--- config.mk ---
export PLATFORM = sky130hd
export DESIGN_NAME = multi_channel_timer_bank_core
export DESIGN_NICKNAME = d
export VERILOG_FILES = /design/src/sv/mtb_pkg.sv /design/src/sv/multi_channel_timer_bank_core.sv /design/src/sv/mtb_cell.sv /design/src/sv/mtb_head.sv
export VERILOG_INCLUDE_DIRS = /design/src /design/src/sv
export SDC_FILE = /design/constraint.sdc
export NUM_CORES = 2
export LEC_CHECK = 0
export ABC_AREA = 1
export BUFFER_PORTS_ARGS = -buffer_cell sky130_fd_sc_hd__buf_4
export CAP_MARGIN = 20
export CORE_MARGIN = 2
export CORE_UTILIZATION = 55
export CTS_CLUSTER_DIAMETER = 150
export DETAILED_ROUTE_END_ITERATION = 8
export PLACE_DENSITY = 0.72
export REMOVE_ABC_BUFFERS = 1
export SLEW_MARGIN = 20
export SYNTH_ARGS = -nofsm -noshare
export SYNTH_HDL_FRONTEND = slang
export SYNTH_SLANG_ARGS = --single-unit
--- constraint.sdc ---
create_clock -name clk -period 112.1 [get_ports clk]
set_input_delay 5.605 -clock clk [delete_from_list [all_inputs] [get_ports clk]]
set_output_delay 5.605 -clock clk [all_outputs]
set_load 0.01 [all_outputs]
--- src/sv/multi_channel_timer_bank_core_assert.svh ---
// assertion macros used by the timer bank core
`ifndef MULTI_CHANNEL_TIMER_BANK_CORE_ASSERT_SVH
`define MULTI_CHANNEL_TIMER_BANK_CORE_ASSERT_SVH

// same-cycle implication, checked on every rising clock edge outside reset
`define MTB_ASSERT_NOW(lbl, pre, post, msg) \
  lbl: assert property (@(posedge clk) disable iff (rst) (pre) |-> (post)) else $error(msg);

// next-cycle implication, checked on every rising clock edge outside reset
`define MTB_ASSERT_NEXT(lbl, pre, post, msg) \
  lbl: assert property (@(posedge clk) disable iff (rst) (pre) |=> (post)) else $error(msg);

`endif

--- src/sv/mtb_pkg.sv ---
package mtb_pkg;

  // entry phase codes
  typedef enum logic [2:0] {
    PH_IDLE    = 3'd0,
    PH_PENDING = 3'd1,
    PH_RUNNING = 3'd2,
    PH_EXPIRED = 3'd3,
    PH_DYING   = 3'd4
  } phase_t;

  // request operation codes
  typedef enum logic [1:0] {
    FN_START = 2'd0,
    FN_STOP  = 2'd1,
    FN_TICK  = 2'd2
  } func_t;

  // sequencer states
  typedef enum logic [1:0] {
    ST_IDLE,
    ST_PASS,
    ST_FLUSH
  } state_t;

  localparam int unsigned STEP_W = 10;
  localparam int unsigned TIME_W = 32;
  localparam int unsigned DATA_W = 64;
  localparam int unsigned IDX_W  = 4;

  localparam logic [STEP_W-1:0] TICK_STEP_RESET = 10'd10;

  // one timer entry as it travels along the ring
  typedef struct packed {
    phase_t              phase;
    logic [TIME_W-1:0]   remain;
    logic [TIME_W-1:0]   reload;
    logic                periodic;
    logic [DATA_W-1:0]   data;
  } entry_t;

  // one result waiting for delivery
  typedef struct packed {
    logic [IDX_W-1:0]  index;
    logic              fired;
    logic [DATA_W-1:0] data;
    logic              status;
  } result_t;

  // flags from the head update unit to the sequencer
  typedef struct packed {
    logic fire;
    logic clr_status;
  } head_flags_t;

endpackage

--- src/sv/multi_channel_timer_bank_core.sv ---
// Bank of TIMER_COUNT one-shot or periodic timers held in a ring of cells.
// Every start, stop or tick request takes one full turn of the ring, one
// entry passing the head update unit per cycle unless the turn is paused,
// and the final result is handed over after the turn. A tick returns one
// result per timer that fires, in index order, with tlast on the final one,
// and no result when nothing fires; a start or stop returns one result with
// tlast. The turn pauses when a timer fires while a result is already held
// and the output is stalled. Input code 3 is accepted and dropped. tick_step
// may be written through the cfg port while no request is in progress.
module multi_channel_timer_bank_core #(
  parameter int unsigned TIMER_COUNT = 16
) (
  input  logic          clk,
  input  logic          rst,
  // configuration write: tick_step
  input  logic          cfg_valid,
  output logic          cfg_ready,
  input  logic [9:0]    cfg_data,
  // requests
  input  logic          s_axis_tvalid,
  output logic          s_axis_tready,
  input  logic [103:0]  s_axis_tdata,  // timer_index[3:0], interval[35:4],
                                       // loop_mode[36], user_data[100:37]
  input  logic [1:0]    s_axis_tuser,  // func[1:0]
  // results
  output logic          m_axis_tvalid,
  input  logic          m_axis_tready,
  output logic [71:0]   m_axis_tdata,  // out_index[3:0], out_data[67:4]
  output logic [1:0]    m_axis_tuser,  // fired[0], status[1]
  output logic          m_axis_tlast
);
  import mtb_pkg::*;

  localparam int unsigned PW = (TIMER_COUNT > 1) ? $clog2(TIMER_COUNT) : 1;
  localparam int unsigned CW = (PW > IDX_W) ? PW : IDX_W;
  localparam logic [PW-1:0] POS_LAST = PW'(TIMER_COUNT - 1);

  state_t            state, state_next;
  logic [PW-1:0]     pos, pos_next;
  logic              hv, hv_next;
  result_t           hold, hold_next;
  logic              ov, ov_next;
  result_t           out_res, out_res_next;
  logic              out_last, out_last_next;
  logic [STEP_W-1:0] tick_step;

  func_t             op;
  logic [IDX_W-1:0]  req_index;
  logic [TIME_W-1:0] req_interval;
  logic              req_mode;
  logic [DATA_W-1:0] req_data;

  entry_t            q   [TIMER_COUNT];
  entry_t            din [TIMER_COUNT];
  entry_t            head_nxt;
  head_flags_t       flags;
  logic              hit;
  logic              can_push;
  logic              adv;
  logic              ring_en;
  logic              s_accept;
  logic [CW-1:0]     pos_ext;

  assign s_axis_tready = (state == ST_IDLE);
  assign s_accept  = s_axis_tvalid && s_axis_tready;
  assign cfg_ready = 1'b1;
  assign pos_ext   = CW'(pos);
  assign hit       = (pos_ext == CW'(req_index));
  assign can_push  = !ov || m_axis_tready;

  // tick step register
  always_ff @(posedge clk) begin
    if (rst) begin
      tick_step <= TICK_STEP_RESET;
    end else if (cfg_valid && cfg_ready) begin
      tick_step <= cfg_data;
    end
  end

  // request fields held for the whole turn
  always_ff @(posedge clk) begin
    if (s_accept) begin
      op           <= func_t'(s_axis_tuser);
      req_index    <= s_axis_tdata[3:0];
      req_interval <= s_axis_tdata[35:4];
      req_mode     <= s_axis_tdata[36];
      req_data     <= s_axis_tdata[100:37];
    end
  end

  // ring of timer cells, the head hands its updated entry to the tail
  genvar gi;
  generate
    for (gi = 0; gi < TIMER_COUNT; gi++) begin : g_cell
      if (gi == TIMER_COUNT - 1) begin : g_tail
        assign din[gi] = head_nxt;
      end else begin : g_mid
        assign din[gi] = q[gi+1];
      end
      mtb_cell u_cell (
        .clk  (clk),
        .rst  (rst),
        .en   (ring_en),
        .din  (din[gi]),
        .dout (q[gi])
      );
    end
  endgenerate

  mtb_head u_head (
    .op        (op),
    .hit       (hit),
    .tick_step (tick_step),
    .interval  (req_interval),
    .loop_mode (req_mode),
    .user_data (req_data),
    .cur       (q[0]),
    .nxt       (head_nxt),
    .flags     (flags)
  );

  // the turn waits only when a second firing meets a held result and a full output
  assign adv     = !(flags.fire && hv && !can_push);
  assign ring_en = (state == ST_PASS) && adv;

  // sequencer registers
  always_ff @(posedge clk) begin
    if (rst) begin
      state <= ST_IDLE;
      pos   <= '0;
      hv    <= 1'b0;
      ov    <= 1'b0;
    end else begin
      state <= state_next;
      pos   <= pos_next;
      hv    <= hv_next;
      ov    <= ov_next;
    end
  end

  always_ff @(posedge clk) begin
    hold     <= hold_next;
    out_res  <= out_res_next;
    out_last <= out_last_next;
  end

  // next state, held result and output register
  always_comb begin
    state_next    = state;
    pos_next      = pos;
    hv_next       = hv;
    hold_next     = hold;
    ov_next       = ov && !m_axis_tready;
    out_res_next  = out_res;
    out_last_next = out_last;
    unique case (state)
      ST_IDLE: begin
        if (s_accept) begin
          pos_next = '0;
          if (s_axis_tuser == FN_START || s_axis_tuser == FN_STOP) begin
            hold_next.index  = s_axis_tdata[3:0];
            hold_next.fired  = 1'b0;
            hold_next.data   = '0;
            hold_next.status = 1'b1;
            hv_next          = 1'b1;
            state_next       = ST_PASS;
          end else if (s_axis_tuser == FN_TICK) begin
            hv_next    = 1'b0;
            state_next = ST_PASS;
          end
        end
      end
      ST_PASS: begin
        if (adv) begin
          pos_next = (pos == POS_LAST) ? '0 : pos + 1'b1;
          if (pos == POS_LAST) begin
            state_next = ST_FLUSH;
          end
          if (flags.clr_status) begin
            hold_next.status = 1'b0;
          end
          if (flags.fire) begin
            if (hv) begin
              out_res_next  = hold;
              out_last_next = 1'b0;
              ov_next       = 1'b1;
            end
            hold_next.index  = pos_ext[IDX_W-1:0];
            hold_next.fired  = 1'b1;
            hold_next.data   = q[0].data;
            hold_next.status = 1'b0;
            hv_next          = 1'b1;
          end
        end
      end
      ST_FLUSH: begin
        if (!hv) begin
          state_next = ST_IDLE;
        end else if (can_push) begin
          out_res_next  = hold;
          out_last_next = 1'b1;
          ov_next       = 1'b1;
          hv_next       = 1'b0;
          state_next    = ST_IDLE;
        end
      end
      default: begin
        state_next = ST_IDLE;
      end
    endcase
  end

  assign m_axis_tvalid = ov;
  assign m_axis_tdata  = {4'b0, out_res.data, out_res.index};
  assign m_axis_tuser  = {out_res.status, out_res.fired};
  assign m_axis_tlast  = out_last;

`include "multi_channel_timer_bank_core_assert.svh"

  `MTB_ASSERT_NOW(a_idle_no_hold, state == ST_IDLE, !hv, "result held while idle")
  `MTB_ASSERT_NEXT(a_accept_starts_turn, s_accept && s_axis_tuser == FN_TICK, state == ST_PASS && pos == '0, "tick did not start a turn at the first cell")
  `MTB_ASSERT_NEXT(a_turn_ends, state == ST_PASS && pos == POS_LAST && adv, state == ST_FLUSH, "turn did not end after the last cell")
  `MTB_ASSERT_NOW(a_flush_home, state == ST_FLUSH, pos == '0, "ring not back home at the end of a turn")
  `MTB_ASSERT_NEXT(a_stall_holds_ring, state == ST_PASS && !adv, pos == $past(pos), "ring moved while the output was blocked")

endmodule

--- src/sv/mtb_cell.sv ---
module mtb_cell (
  input  logic            clk,
  input  logic            rst,
  input  logic            en,
  input  mtb_pkg::entry_t din,
  output mtb_pkg::entry_t dout
);
  import mtb_pkg::*;

  entry_t st;

  // entry storage, takes the neighbor's entry when the ring moves
  always_ff @(posedge clk) begin
    if (rst) begin
      st.phase <= PH_IDLE;
    end else if (en) begin
      st <= din;
    end
  end

  assign dout = st;

endmodule

--- src/sv/mtb_head.sv ---
module mtb_head (
  input  mtb_pkg::func_t                  op,
  input  logic                            hit,
  input  logic [mtb_pkg::STEP_W-1:0]      tick_step,
  input  logic [mtb_pkg::TIME_W-1:0]      interval,
  input  logic                            loop_mode,
  input  logic [mtb_pkg::DATA_W-1:0]      user_data,
  input  mtb_pkg::entry_t                 cur,
  output mtb_pkg::entry_t                 nxt,
  output mtb_pkg::head_flags_t            flags
);
  import mtb_pkg::*;

  logic [TIME_W-1:0] step_ext;

  assign step_ext = {{(TIME_W-STEP_W){1'b0}}, tick_step};

  // update of the entry that sits at the head of the ring
  always_comb begin
    nxt   = cur;
    flags = '0;
    unique case (op)
      FN_START: begin
        if (hit) begin
          nxt.phase    = PH_PENDING;
          nxt.remain   = interval;
          nxt.reload   = interval;
          nxt.periodic = loop_mode;
          nxt.data     = user_data;
          flags.clr_status = 1'b1;
        end
      end
      FN_STOP: begin
        if (hit && cur.phase != PH_IDLE) begin
          flags.clr_status = 1'b1;
          nxt.phase = (cur.phase == PH_PENDING) ? PH_IDLE : PH_DYING;
        end
      end
      FN_TICK: begin
        case (cur.phase) inside
          PH_IDLE: begin
            nxt.phase = PH_IDLE;
          end
          PH_PENDING, PH_RUNNING: begin
            if (cur.remain <= step_ext) begin
              flags.fire = 1'b1;
              if (cur.periodic) begin
                nxt.remain = cur.reload;
                nxt.phase  = PH_RUNNING;
              end else begin
                nxt.remain = '0;
                nxt.phase  = PH_EXPIRED;
              end
            end else begin
              nxt.remain = cur.remain - step_ext;
              nxt.phase  = PH_RUNNING;
            end
          end
          PH_EXPIRED: begin
            nxt.phase = PH_DYING;
          end
          default: begin
            nxt.phase = PH_IDLE;
          end
        endcase
      end
      default: begin
        nxt = cur;
      end
    endcase
  end

endmodule

Yosys cells after proc, flatten, opt, wreduce, memory -nomap -nowiden

Cells that the tools add are included.

Multiplexer cells: 64
Reductions and logical operators: 28
$lt $le $gt $ge: 1
Equal/unequal tests: 22
Add/subtract/negate cells: 2
Bitwise logic cells: 1

Operators with widths:

| operator                                                                 | number |
|---|---|
| 70-bit 2-to-1 mux                                                        | 9 |
| 70-bit case mux with 2 select lines                                      | 2 |
| 132-bit 2-to-1 mux                                                       | 1 |
| 97-bit 2-to-1 mux                                                        | 1 |
| 32-bit 2-to-1 mux                                                        | 2 |
| 32-bit case mux with 2 select lines                                      | 1 |
| 35-bit 2-to-1 mux                                                        | 1 |
| 33-bit 2-to-1 mux                                                        | 1 |
| 32-bit by 10-bit less-or-equal comparator with 1-bit output              | 1 |
| 32-bit by 10-bit subtractor with 32-bit output                           | 1 |
| 1-bit 2-to-1 mux                                                         | 24 |
| 5-bit AND reduction                                                      | 4 |
| 3-bit 2-to-1 mux                                                         | 5 |
| 2-bit 2-to-1 mux                                                         | 7 |
| 4-bit 2-to-1 mux                                                         | 3 |
| 2-bit inequality test (second input constant)                            | 5 |
| 3-bit case mux with 3 select lines                                       | 1 |
| 4-bit case mux with 2 select lines                                       | 1 |
| 2-bit by 1-bit equality test with 1-bit output (second input constant)   | 3 |
| 2-bit equality test (second input constant)                              | 3 |
| 3-bit by 2-bit equality test with 1-bit output (second input constant)   | 2 |
| 1-bit logical AND                                                        | 6 |
| 2-bit zero test                                                          | 3 |
| 2-bit by 1-bit inequality test with 1-bit output (second input constant) | 3 |
| 19 further kinds                                                         | 28 |

Register bits: 2374
Logic and storage cells: 217
Bits of input ports: 121

Depth between registers and ports, before layout

Depth in word-level cells: 10
Depth in mapped cells: 19
Depth with buffers taken out: 18

Cells and area by module

A second synthesis with hierarchy kept.

Cells, all modules: 3920
Area, all modules: 77340.4 um2

By module, submodules not included:

| module                        | cells an instance | area an instance (um2) | instances |
|---|---|---|---|
| mtb_cell                      | 150               | 4001.3                 | 16 |
| multi_channel_timer_bank_core | 541               | 8954.8                 | 1 |
| mtb_head                      | 979               | 4364.2                 | 1 |

Least setup slack after synthesis

No wires, ideal clock.

Path type: input port to flip-flop
From: input port m_axis_tready
To: register g_cell[0].u_cell.st, in the netlist g_cell[0].u_cell.dout[0], enable pin
Arrival time: 91.390 ns
Stages: 7
Required time: 107.546 ns
Buffers on the path: 1
Path slack: 16.155 ns
Library setup time: 4.554 ns
Cell sequence: nor2_1 > inv_1 > nor2_1 > nand3_2 > nand2_2 > buf_2 > nor2_1

Cells in the longest elaborated chain, start to end: 6

Ends and longest elaborated chain:

| item                                 | line                                 | text |
|---|---|---|
| start, declared                      | multi_channel_timer_bank_core.sv:27  | `input logic m_axis_tready,` |
| 1-bit logical OR                     | multi_channel_timer_bank_core.sv:69  | `assign can_push = !ov \|\| m_axis_tready;` |
| 1-bit zero test                      | multi_channel_timer_bank_core.sv:123 | `assign adv = !(flags.fire && hv && !can_push);` |
| 1-bit logical AND                    | multi_channel_timer_bank_core.sv:123 |  |
| 1-bit zero test                      | multi_channel_timer_bank_core.sv:123 |  |
| 1-bit logical AND                    | multi_channel_timer_bank_core.sv:124 | `assign ring_en = (state == ST_PASS) && adv;` |
| 2-bit AND reduction (no source line) | -                                    |  |
| end signal, assigned                 | mtb_cell.sv:17                       | `st <= din;` |
| end, declared                        | mtb_cell.sv:10                       | `entry_t st;` |

Every way passes these cells.
A chain may end at the register's enable or synchronous reset.

Final worst setup path

From: input port m_axis_tready
To: register g_cell[15].u_cell.st, in the netlist g_cell[15].u_cell.dout[79], enable pin

Cells in the longest elaborated chain, start to end: 6

Ends and longest elaborated chain:

| item                                 | line |
|---|---|
| 1-bit logical OR                     | multi_channel_timer_bank_core.sv:69 |
| 1-bit zero test                      | multi_channel_timer_bank_core.sv:123 |
| 1-bit logical AND                    | multi_channel_timer_bank_core.sv:123 |
| 1-bit zero test                      | multi_channel_timer_bank_core.sv:123 |
| 1-bit logical AND                    | multi_channel_timer_bank_core.sv:124 |
| 2-bit AND reduction (no source line) | - |
| end signal, assigned                 | mtb_cell.sv:17 |
| end, declared                        | mtb_cell.sv:10 |

Every way passes these cells.

==> results <==
- The run finished with clean final reports.
- By instance count, the leading cell after synthesis is sky130_fd_sc_hd__edfxtp_1.
- After detailed routing, the number of vias per cell comes to between 5 and 6.
- The Yosys step of the flow raised 0 warnings.
- The required time reported for the critical path endpoint is about 110 ns.
- The multi-input combinational cells in the finished layout cover a total of a little under 0.005 sq mm.
- The max-capacitance violation count is 0.
- The most used flip-flop cell after synthesis is sky130_fd_sc_hd__edfxtp_1.
- The initial antenna violation count is 9.
- The filler cells instantiated in the layout total 9112.
- The met3 layer usage reported by global route is about 3.3%.
- The quantity of gates resized following cts is 0.
- Of the synthesized area, sequential elements account for 92.2%.
- The top cell type by total area after synthesis is sky130_fd_sc_hd__edfxtp_1.
- The number of different library cells used by synthesis comes to 42.
- The number of global-route vias before repair is 30.6k.
- The final critical path takes up a little under a tenth of the cycle.
- The pre-antenna-repair detailed-routing pass consisted of 5 iterations.
- The die area is roughly 0.14 sq mm.
- The hold buffer count at CTS is 0.
- The average size of a mapped cell is approximately 21 sq um.
- For the pin with the worst max-slew slack, the measured transition is approximately 1.1 ns.
- Summing internal, switching and leakage power gives approximately 2100 uW.
- The power density normalized to cell area is approximately 24 mW/mm^2.
- The number of port buffers is 190.
- The peak fanout along the critical path is between 150 and 200.
- The initial core utilization is between 50 and 60%.
- The width of the die is 377 um.
- Global routing consumed, on the met1 layer, roughly a quarter of the routing resources.
- Cells fill between 60% and 70% of the core in the end.
- The initialized floorplan defines roughly 140 standard-cell rows.
- The global-route wire length before repair is around 180 mm.
- The clock passes through at most 3 buffers.
- The H-tree was split into 4 levels.
- The area growth from synthesis to final layout is 13.9%.
- In the routed design, unresolved DRC markers number 0.
- Of the post-synthesis cell area, the dominant cell type holds 90.5%.
- The post-route netlist has approximately 14% of its cells at a drive strength greater than 1.
- The met2 global-route usage is a little under a quarter.
- The clock latency reported for the late side of the worst-skew pair is approximately 0.81 ns.
- The count of nets left with antenna violations once routing finished came out at 0.
- The arrival time at the worst endpoint is 11.07 ns.
- STA classifies the critical path endpoint as a register.
- The total number of vias is 31.3k.
- The worst vdd rail ir drop is approximately 16 uV.
- The number of cells on the worst hold path is 0.
- Post-CTS timing repair inserted 0 buffers for setup.
- The die is between 300 and 400 um tall.
- After synthesis the cells add up to approximately 0.077 sq mm.
- Setup repair after global routing left no endpoint under its margin.
- The class of the most critical setup path is input pin to register.
- After synthesis, the cell types taking the most area are sky130_fd_sc_hd__edfxtp_1 91%, sky130_fd_sc_hd__nand2_1 2.6%, sky130_fd_sc_hd__dfxtp_1 1.7%.
- The top-level port count is just under 200.
- The remaining global-route overflow is 0.
- Clock skew on the completed layout was measured at ~0.040 ns.
- TritonCTS built the clock tree.
- Measured against its own limit, the worst slew margin works out to between 20% and 30%.
- The standard cell core area is roughly 0.14 sq mm.
- By count the netlist is led by 2308 x sky130_fd_sc_hd__edfxtp_1, 540 x sky130_fd_sc_hd__nand2_1, 171 x sky130_fd_sc_hd__inv_1.
- The number of synthesized flops with an enable pin is 2308.
- The path depth of the worst reg2reg path is 14.
- Subtracting the final worst setup slack from the clock period gives about 11 ns.
- The analysis attributes to cell leakage a power of between 0.02 and 0.03 uW.
- After detailed routing, the average wire length per cell comes to 19.4 um.
- After synthesis the netlist holds a flip-flop and latch count of around 2.4k.
- Clock-pin slew was measured on the worst setup and hold paths at 0.06 ns.
- Setup total negative slack on the finished layout was measured at 0 ns.
- For this block, the routed nets add up to approximately 120 mm of wire.
- Entering global routing, the biggest net connects approximately 210 pins.
- The placed instance count is approximately 5.6k.
- The highest-utilization routing layer at the global route stage is met1.
- Setup violations remaining at the end of the flow were counted as 0.
- The all-layer global routing usage is 16.4%.
- After the last flow step, the layout net total stands at between 4k and 5k.
- The count of cells in the finished layout, fillers not included, comes to between 6k and 7k.
- The number of hold violations in the final report was 0.
- Detailed placement ended at an HPWL of about 63 mm.
- The path category of the worst min-delay check is register to register.
- The number of CTS-inserted buffers is about 220.
- Routability-driven placement finished with a final weighted congestion of 0.915.
- The final count of pins violating max slew is 0.
- The DRC violation total after the first TritonRoute iteration is 3121.
- In this run the clock root is driven by a sky130_fd_sc_hd__clkbuf_16.
- Derived from the worst setup path, the maximum achievable clock frequency is between 90 and 100 MHz.
- The fraction of registers with async set or reset after synthesis is 0%.
- For this design, the sink count on the clock tree is around 2.4k.
- STA classifies the critical path startpoint as an input pin.
- In the final layout, flip-flops and latches occupy between 0.07 and 0.08 sq mm.
- The gate count of the mapped netlist is around 3.7k.
==> per-stage QoR <==
step                      setup slack [ns]  hold slack [ns]  area (sq um)
after floorplan                      15.76            0.400         76100
after global placement              100.44            0.400         80200
after detailed placement            100.19            0.405         80200
after CTS                           101.17            0.391         87200
after global routing                101.00            0.401         87200
final                               101.44            0.391         87200
==> metal layers <==
| layer | vias to the layer above | part of all wire (%) |
|---|---|---|
| met3 | 260 | 6.0 |
| met5 | - | 0 |
| li1 | 14500 | - |
| met1 | 15700 | 47 |
| met4 | 0 | 2.9 |
| met2 | 911 | 44 |
==> logic make-up (layout without fill, tap and decap cells) <==
group | after synthesis | in the layout | synth area share, %
compound gates | 211 | 211 | 1.45
xor+xnor | 18 | 18 | 0.206
fa+ha+maj | 16 | 16 | 0.271
buf+inv | 271 | 820 | 1.56
flops | 2374 | 2374 | 92.2
other cells | 2 | 6 | 0.00981
simple gates | 800 | 800 | 4.27
==> report_power, final <==
part           internal [uW]  switching (uW)
Sequential              1170            41.9
Clock                    408             310
Combinational           33.8             140
Total                   1610             492
==> worst paths after layout <==
| kind | slack (ns) | start | to |
|---|---|---|---|
| setup / recovery | 101.44 | m_axis_tready | g_cell[15].u_cell.dout[79] |
| hold / removal | 0.39 | g_cell[9].u_cell.dout[122] | g_cell[8].u_cell.dout[122] |
| setup reg to reg | 105.05 | g_cell[0].u_cell.dout[130] | g_cell[15].u_cell.dout[79] |
| hold reg to reg | 0.39 | g_cell[9].u_cell.dout[122] | g_cell[8].u_cell.dout[122] |
==> state kept, by name, indices dropped and copies added (netlist names), 4 cells and up <==
register and flops:
g_cell.u_cell.dout 2112, req_index 4, pos 4, tick_step 10, req_data 64, m_axis_tdata 68, req_interval 32, hold 70
==> worst max-delay path, cell delays in order <==
cell and delay (ns):
sky130_fd_sc_hd__buf_4 0.07, sky130_fd_sc_hd__nor2_1 0.05, sky130_fd_sc_hd__inv_1 0.09, sky130_fd_sc_hd__nor2_1 0.14, sky130_fd_sc_hd__nand3_2 0.11, sky130_fd_sc_hd__nand2_2 0.43
sky130_fd_sc_hd__nor2_4 0.31, sky130_fd_sc_hd__buf_12 0.68, sky130_fd_sc_hd__buf_12 0.78, sky130_fd_sc_hd__buf_4 0.90, sky130_fd_sc_hd__buf_6 0.70, sky130_fd_sc_hd__buf_4 0.78
==> layout by cell type (no fill, tap or decap), drive strengths merged <==
cell | netlist | routed
nand3b | 1 | 1
buf | 49 | 219
and3 | 1 | 1
diode | 0 | 1
clkinvlp | 0 | 14
bufinv | 0 | 22
o211ai | 10 | 10
clkbuf | 24 | 246
fa | 1 | 1
o22ai | 1 | 1
xor2 | 14 | 14
o2111a | 1 | 1
nand4 | 6 | 6
nor3 | 7 | 7
dfxtp | 66 | 66
conb | 2 | 5
nand3 | 78 | 78
inv | 198 | 205
xnor2 | 4 | 4
nor2 | 156 | 156
o21a | 1 | 1
or2 | 1 | 1
edfxtp | 2308 | 2308
nand2 | 549 | 549
ha | 15 | 15
o21bai | 1 | 1
clkinv | 0 | 114
nor3b | 1 | 1
a21oi | 43 | 43
o21ai | 154 | 154
==> final cells by class <==
cell class,count,area share [%]
Antenna cell,1,0.00287
Clock buffer,246,6.38
Clock inverter,157,1.68
Inverter,198,0.868
Multi-Input combinational cell,1050,5.53
Sequential cell,2374,81.0
Tap cell,1794,2.57
Timing Repair Buffer,219,1.98
Note: power is estimated with default switching activity, not from simulation.
